[config.mk]
export PLATFORM = sky130hd
export DESIGN_NAME = astfr_tx_store
export DESIGN_NICKNAME = d
export VERILOG_FILES = /design/src/astfr_tx_store.sv
export SDC_FILE = /design/constraint.sdc
export NUM_CORES = 1
export LEC_CHECK = 0
export BUFFER_PORTS_ARGS = -buffer_cell sky130_fd_sc_hd__buf_2
export CAP_MARGIN = 10
export CORE_AREA = 5 5 306 308
export CTS_CLUSTER_SIZE = 24
export DETAILED_ROUTE_END_ITERATION = 7
export DIE_AREA = 0 0 311 313
export GPL_ROUTABILITY_DRIVEN = 0
export PLACE_DENSITY = 0.69
export SYNTH_ARGS = -nofsm -noshare
export SYNTH_HDL_FRONTEND = slang
export SYNTH_SLANG_ARGS = --single-unit
[constraint.sdc]
create_clock -name clk -period 3.1 [get_ports clk]
set_input_delay 0.155 -clock clk [delete_from_list [all_inputs] [get_ports clk]]
set_output_delay 0.155 -clock clk [all_outputs]
set_load 0.05 [all_outputs]
[src/astfr_tx_store.sv]
// Transmit FIFO word storage with a prefetched head register.
// The head always holds the entry at the next read index, written through
// when a push lands on that entry. Depends on nothing but its parameter.
module astfr_tx_store #(
  parameter int FIFO_SLOTS = 32
) (
  input  logic                          clk,
  input  logic                          en,
  input  logic                          push,
  input  logic [$clog2(FIFO_SLOTS)-1:0] wr_idx,
  input  logic [31:0]                   wdata,
  input  logic [$clog2(FIFO_SLOTS)-1:0] rd_idx_nxt,
  output logic [31:0]                   head
);

  logic [31:0] mem [FIFO_SLOTS];
  logic [31:0] head_r;

  // Write port and registered head read.
  always_ff @(posedge clk) begin
    if (en) begin
      if (push) begin
        mem[wr_idx] <= wdata;
      end
      if (push && (wr_idx == rd_idx_nxt)) begin
        head_r <= wdata;
      end else begin
        head_r <= mem[rd_idx_nxt];
      end
    end
  end

  assign head = head_r;

endmodule

==> results of run 1 <==
Yosys cell counts, drive strengths merged:
library cell / count / area [um^2]
o22ai: 63 / 394.1
buf: 66 / 490.5
o31ai: 32 / 240.2
a211o: 31 / 271.5
mux2: 4 / 45.04
nand3b: 6 / 45.04
nor3b: 1 / 7.510
or3: 3 / 18.77
nand3: 34 / 170.2
a211oi: 31 / 232.7
nor3: 1 / 5.000
and2: 2 / 12.51
edfxtp: 1056 / 31710
nand2b: 1 / 6.260
mux2i: 31 / 310.3
nor2: 36 / 135.1
nand4b: 1 / 8.760
or3b: 3 / 26.28
nand4: 1 / 6.260
clkbuf: 42 / 161.4
and4: 1 / 8.760
mux4: 255 / 5743
nor4: 1 / 12.51
xor2: 5 / 43.79
nor2b: 32 / 200.2
nand2: 5 / 18.77
a221oi: 1 / 8.760
per-stage QoR:
stage,utilization [%],setup slack (ns),std cells,area [um^2]
floorplan,-,0.4135,1745,40330
global route,51.10,1.152,3210,46420
CTS,51.10,1.304,3208,46410
finish,51.11,1.298,3211,46420
global placement,47.23,0.7079,3000,42900
detailed placement,47.23,0.6616,3000,42900
state kept, by name (all words and copies together), names as in the netlist:
| signal | cells |
|---|---|
| mem | 1024 |
| head | 32 |
where the power goes:
part	switching, mW	leakage, nW	internal (mW)
Combinational	0.963	3.45	0.566
Clock	5.21	1.61	7.08
Sequential	0.0634	9.52	15.9
Total	6.24	14.6	23.5
cell families after synthesis:
logic type / after synthesis / share of synthesized area, %
DFF: 1056 / 78.62
and+or+nand+nor: 128 / 1.691
muxes: 290 / 15.12
AOI/OAI and AO/OA: 158 / 2.845
xor gates and xnor gates: 5 / 0.1086
buffers and inverters: 108 / 1.616
worst min-delay path by stage:
stage	startpoint	cells past startpoint	slack [ns]	endpoint
6_report	wdata[5]	1	0.02	mem[30][5]$_DFFE_PP_
3_3_place_gp	wdata[6]	1	0.64	mem[12][6]$_DFFE_PP_
3_5_place_dp	wdata[1]	1	0.66	mem[26][1]$_DFFE_PP_
2_1_floorplan	wdata[0]	0	0.25	mem[0][0]$_DFFE_PP_
5_1_grt	wdata[5]	1	0.04	mem[28][5]$_DFFE_PP_
4_1_cts	wdata[24]	1	0.002	mem[10][24]$_DFFE_PP_
critical path, cell delays in order:
cell	delay (ns)
buf_8	0.20
buf_12	0.32
buf_4	0.26
mux4_2	0.24
mux2i_1	0.10
a211o_1	0.32
o31ai_1	0.51
cell type report:
class,count,share of cell area (%)
tap,1186,3.197
multi-input combinational,581,17.75
timing repair buffer,198,3.612
sequential,1056,68.31
clock buffer,119,5.590
clock inverter,68,1.526
antenna,3,0.01617
per-layer routing:
layer	share of wire (%)	track usage (%)
met5	0.036	0
met3	11	5.243
met4	2.9	6.155
met1	39	28.32
met2	47	31.73
timing repair:
action / 4_1_cts / 5_1_grt
hold buffers: 21 / 0
setup buffers: 0 / 0
endpoints found under the hold margin: 546 / 0
==> flow_metrics.py, run 1 <==
metrics = {
    "run_status": {
        "status": "completed",
    },
    "detailed_routing": {
        "vias": 19650,
        "drt_pass1_iterations": 5,
        "post-route-drc-count": 0,
        "drtIter0Drc": 2523,
        "drtAntennaViolNets": 0,
        "vias_per_cell": 6.119,
        "avgRoutedWirePerCell_um": 30.80,
        "drt_wl_total_mm": 98.89,
    },
    "floorplan": {
        "die_y_um": 313,
        "floorplan.initialDensity_pct": 44.41,
        "die_x_um": 311,
        "die_area_um2": 97340,
        "core_area_um2": 90830,
        "placementRows": 111,
        "io_pins": 77,
    },
    "synthesis": {
        "ys_seq_elements": 1056,
        "synthDistinctLibCells": 31,
        "syn_inst": 1745,
        "netlist_area_um2": 40330,
        "syn_nets": 1790,
        "avgSynthCellArea_um2": 23.11,
        "yosys_warnings": 0,
        "synth-seq-area-share_pct": 78.62,
    },
    "timing": {
        "fin_crit_sh_pct": 58.14,
        "relSlewSlack_pct": 49.13,
        "rsz0062_at_grt": "no",
        "fmax_mhz": 554.9,
        "hold_violations": 0,
        "tightest_slew_ns": 0.7631,
        "fin_crit_ns": 1.802,
        "drv_slew": 0,
        "setup_viol": 0,
        "finClkSkew_ns": 0.02321,
        "whs_ns": 0.02416,
        "tns_ns": 0,
    },
    "critical_path": {
        "cp_max_fo": 39,
        "endpoint": "head[21]$_DFFE_PP_",
        "startpoint_type": "primary input",
        "cp.arrival_ns": 2.20,
        "rr_startpoint": "mem[29][21]$_DFFE_PP_",
        "r2r_setup_slack_ns": 1.30,
        "critPathKind": "primary input to flip-flop",
        "crit_required_ns": 3.50,
        "critPathLaunch": "rd_idx_nxt[0]",
        "reg2reg_depth": 4,
        "worstSetupEndpointType": "flip-flop",
        "rr_endpoint": "head[21]$_DFFE_PP_",
    },
    "layout": {
        "multiInputGateArea_um2": 8238,
        "nFillCells": 6920,
        "drive_gt1_share_pct": 30.86,
        "final_common_cell": "edfxtp_1",
        "nets": 1981,
        "final-seq-area_um2": 31710,
        "final_cell_mix": "edfxtp_1 (1056), mux4_2 (255), clkbuf_16 (101)",
        "area_growth_pct": 15.09,
    },
    "global_routing": {
        "grt_usage_pct": 20.20,
        "antenna_found_initial": 9,
        "grt-ovfl-total": 0,
        "grt_pass1_vias": 19980,
        "grt_max_degree": 72,
        "grt_pass1_wl_mm": 143.2,
    },
    "cts": {
        "htreeDepth": 3,
        "clock_path_buffers": 3,
        "cts-root-buf": "clkbuf_16",
        "cts_tree": "built",
        "clk-insertion-delay-late_ns": 0.66,
        "clock-sinks": 1056,
        "cts_resized": 0,
        "clk_pin_slew_worst_paths_ns": 0.06,
        "cts_buffers": 99,
    },
    "power": {
        "irDropWorstVdd_mv": 0.4750,
        "p_total_mw": 29.75,
        "p_leak_nw": 14.58,
        "p_per_area_nw_per_um2": 640.9,
    },
    "hold_path": {
        "hold_class": "primary input to flip-flop",
    },
    "place": {
        "io_buffer_count": 76,
        "dp_hpwl_mm": 56.43,
    },
    "flow_run": {
        "drv_cap": 0,
    },
}
Note: power is estimated with default switching activity, not from simulation.
==> run 2, diff against run 1 <==
- ABC_AREA: not set -> 1
- CORE_AREA: 5 5 306 308 -> 5 5 315 317
- DIE_AREA: 0 0 311 313 -> 0 0 320 322
- clock period: 3.1 -> 1.8 ns (I/O delays scaled with it)
==> run 2 against run 1 <==
Cell count up 59%. Worst setup slack lost 1.2 ns. Global-route usage rose by 1.8 points. Register-to-register slack got worse by 0.92 ns. Area after synthesis up 6.2%. Critical path type is now flip-flop to output pin. Critical endpoint is now head[20].
==> flow_metrics.py, run 2 <==
metrics = {
    "synthesis": {
        "ys_seq_elements": 1056,
        "synthTopCellsByArea": "edfxtp_1 (74%), nand2_1 (12%), nand3_1 (10%), buf_2 (1.5%), buf_6 (1.4%)",
        "yosysTopAreaCell": "edfxtp_1",
        "async_flop_share_pct": 0,
        "yosysMostFrequentCell": "nand2_1",
        "avgSynthCellArea_um2": 11.99,
        "syn_inst": 3573,
        "yosys_warnings": 0,
        "synth-seq-area-share_pct": 74.01,
        "ys_top_cells_by_count": "nand2_1 (1357), edfxtp_1 (1056), nand3_1 (870)",
        "syn_nets": 3618,
        "synth_top_area_share_pct": 74.01,
        "synth_edf_count": 1056,
        "netlist_area_um2": 42850,
        "synth_ff_type": "edfxtp_1",
        "synthDistinctLibCells": 17,
    },
    "critical_path": {
        "max_stage_delay_ns": 0.59,
        "path_depth": 1,
        "rr_startpoint": "mem[23][1]$_DFFE_PP_",
        "critPathSlowestCell": "edfxtp_1",
        "path_buf_inv": 1,
        "cp_max_fo": 1,
        "crit_required_ns": 1.71,
        "path_cells": "buf_2",
        "r2r_setup_slack_ns": 0.38,
        "rr_endpoint": "head[1]$_DFFE_PP_",
        "startpoint_type": "flip-flop",
        "endpoint": "head[20]",
        "critPathKind": "flip-flop to output pin",
        "worstSetupEndpointType": "output pin",
        "cpLargestDelayFamily": "flip-flops",
        "cp.arrival_ns": 1.60,
        "critPathLaunch": "head[20]$_DFFE_PP_",
        "reg2reg_depth": 8,
    },
    "hold_path": {
        "hold_class": "primary input to flip-flop",
        "hold-path-cell-count": 4,
        "min_from": "wr_idx[0]",
    },
    "timing": {
        "tightest_slew_ns": 0.6870,
        "rsz0062_at_grt": "no",
        "relSlewSlack_pct": 54.20,
        "fin_ws_ns": 0.1070,
        "finClkSkew_ns": 0.03087,
        "fmax_mhz": 590.7,
        "tns_ns": 0,
        "fin_crit_ns": 1.693,
        "fin_crit_sh_pct": 94.05,
        "hold_violations": 0,
        "setup_viol": 0,
        "drv_slew": 0,
    },
    "power": {
        "p_leak_nw": 17.94,
        "irDropWorstVdd_mv": 0.8878,
        "combPwrFrac_pct": 6.8,
        "seqPwrFrac_pct": 53.5,
        "p_switching_mw": 11.50,
        "p_per_area_nw_per_um2": 1032,
        "switching_share_pct": 22.42,
        "clockPowerShare_pct": 39.7,
        "cellInternalPower_mw": 39.77,
    },
    "floorplan": {
        "die_x_um": 320,
        "io_pins": 77,
        "die_area_um2": 103000,
        "floorplan.initialDensity_pct": 44.63,
        "core_area_um2": 95990,
        "placementRows": 114,
        "die_y_um": 322,
    },
    "layout": {
        "largest_reg_flops": 1024,
        "final_cell_mix": "nand2_1 (1357), edfxtp_1 (1056), nand3_1 (869)",
        "nFillCells": 7896,
        "nets": 3778,
        "post-route-util_pct": 51.75,
        "design_area_um2": 49680,
        "area_growth_pct": 15.95,
        "top_register": "mem",
        "drive_gt1_share_pct": 10.91,
        "final_common_cell": "nand2_1",
    },
    "global_routing": {
        "grt-ovfl-total": 0,
        "antenna_found_initial": 7,
        "grt_pass1_wl_mm": 172.5,
        "grt_pass1_vias": 27120,
        "grt_max_degree": 85,
        "grt_usage_pct": 22.00,
    },
    "cts": {
        "htreeDepth": 3,
        "cts-root-buf": "clkbuf_16",
        "cts_resized": 0,
        "clk_pin_slew_worst_paths_ns": 0.06,
        "cts_tree": "built",
        "clock_path_buffers": 3,
        "post_cts.repair.setup_buffers": 0,
        "postCtsHoldBufs": 32,
        "clock-sinks": 1056,
        "clk-insertion-delay-late_ns": 0.66,
        "cts_buffers": 105,
    },
    "detailed_routing": {
        "drt_wl_total_mm": 115.1,
        "post-route-drc-count": 0,
        "vias": 28600,
        "drtAntennaViolNets": 0,
        "drtIter0Drc": 3644,
        "vias_per_cell": 5.617,
        "avgRoutedWirePerCell_um": 22.61,
        "drt_pass1_iterations": 6,
    },
    "flow_run": {
        "drv_cap": 0,
    },
    "place": {
        "io_buffer_count": 76,
        "place_ws_ns": 0.1147,
        "dpl_cell_area_um2": 46200,
        "dp_hpwl_mm": 63.91,
    },
    "run_status": {
        "status": "completed",
    },
}
## run 2: logic make-up (layout without fill, tap and decap cells)
logic type | count (synthesis) | in the layout | synth area share, %
other | 0 | 3 | 0
AOI/OAI and AO/OA | 6 | 6 | 0.07590
buffers and inverters | 247 | 487 | 3.536
DFF | 1056 | 1056 | 74.01
and+or+nand+nor | 2264 | 2264 | 22.38
## run 2: routing by layer
metal | track usage [%] | wire [um] | part of all wire [%]
met1 | 32.70 | 47300 | 41
met2 | 33.89 | 52460 | 46
met3 | 3.883 | 12540 | 11
met4 | 5.912 | 2829 | 2.5
met5 | 0 | 13 | 0.011
## run 2: area by class of cell
type	instances	area, um^2	share of cell area (%)
sequential	1056	31710	63.83
multi-input combinational	2270	9866	19.86
timing repair buffer	278	3244	6.530
clock buffer	140	2801	5.639
tap	1276	1597	3.214
clock inverter	47	352.8	0.7102
inverter	22	102.6	0.2065
antenna	3	7.507	0.01511
## run 2: worst min-delay path by stage
stage / endpoint / slack (ns)
2_1_floorplan: mem[0][0]$_DFFE_PP_ / 0.19
3_3_place_gp: mem[9][14]$_DFFE_PP_ / 0.60
3_5_place_dp: mem[12][14]$_DFFE_PP_ / 0.60
4_1_cts: mem[21][8]$_DFFE_PP_ / 0.12
5_1_grt: mem[21][3]$_DFFE_PP_ / 0.13
6_report: mem[21][5]$_DFFE_PP_ / 0.14
## run 2: per-stage QoR
stage / instances / total power [mW] / hold slack, ns
final: 5092 / 51.27 / 0.1395
after global routing: 5090 / 52.91 / 0.1348
after global placement: 4870 / 31.31 / 0.6016
after detailed placement: 4870 / 31.36 / 0.6034
after floorplan: 3573 / 29.92 / 0.1889
after CTS: 5089 / 51.47 / 0.1152
## run 2: power by group through the flow
stage | Combinational [mW] | Sequential [mW] | Clock, mW
3_5_place_dp | 3.40 | 28.0 | 0
5_1_grt | 3.80 | 27.4 | 21.7
6_report | 3.49 | 27.4 | 20.3
4_1_cts | 3.48 | 27.4 | 20.6
2_1_floorplan | 1.79 | 28.1 | 0
3_3_place_gp | 3.36 | 28.0 | 0
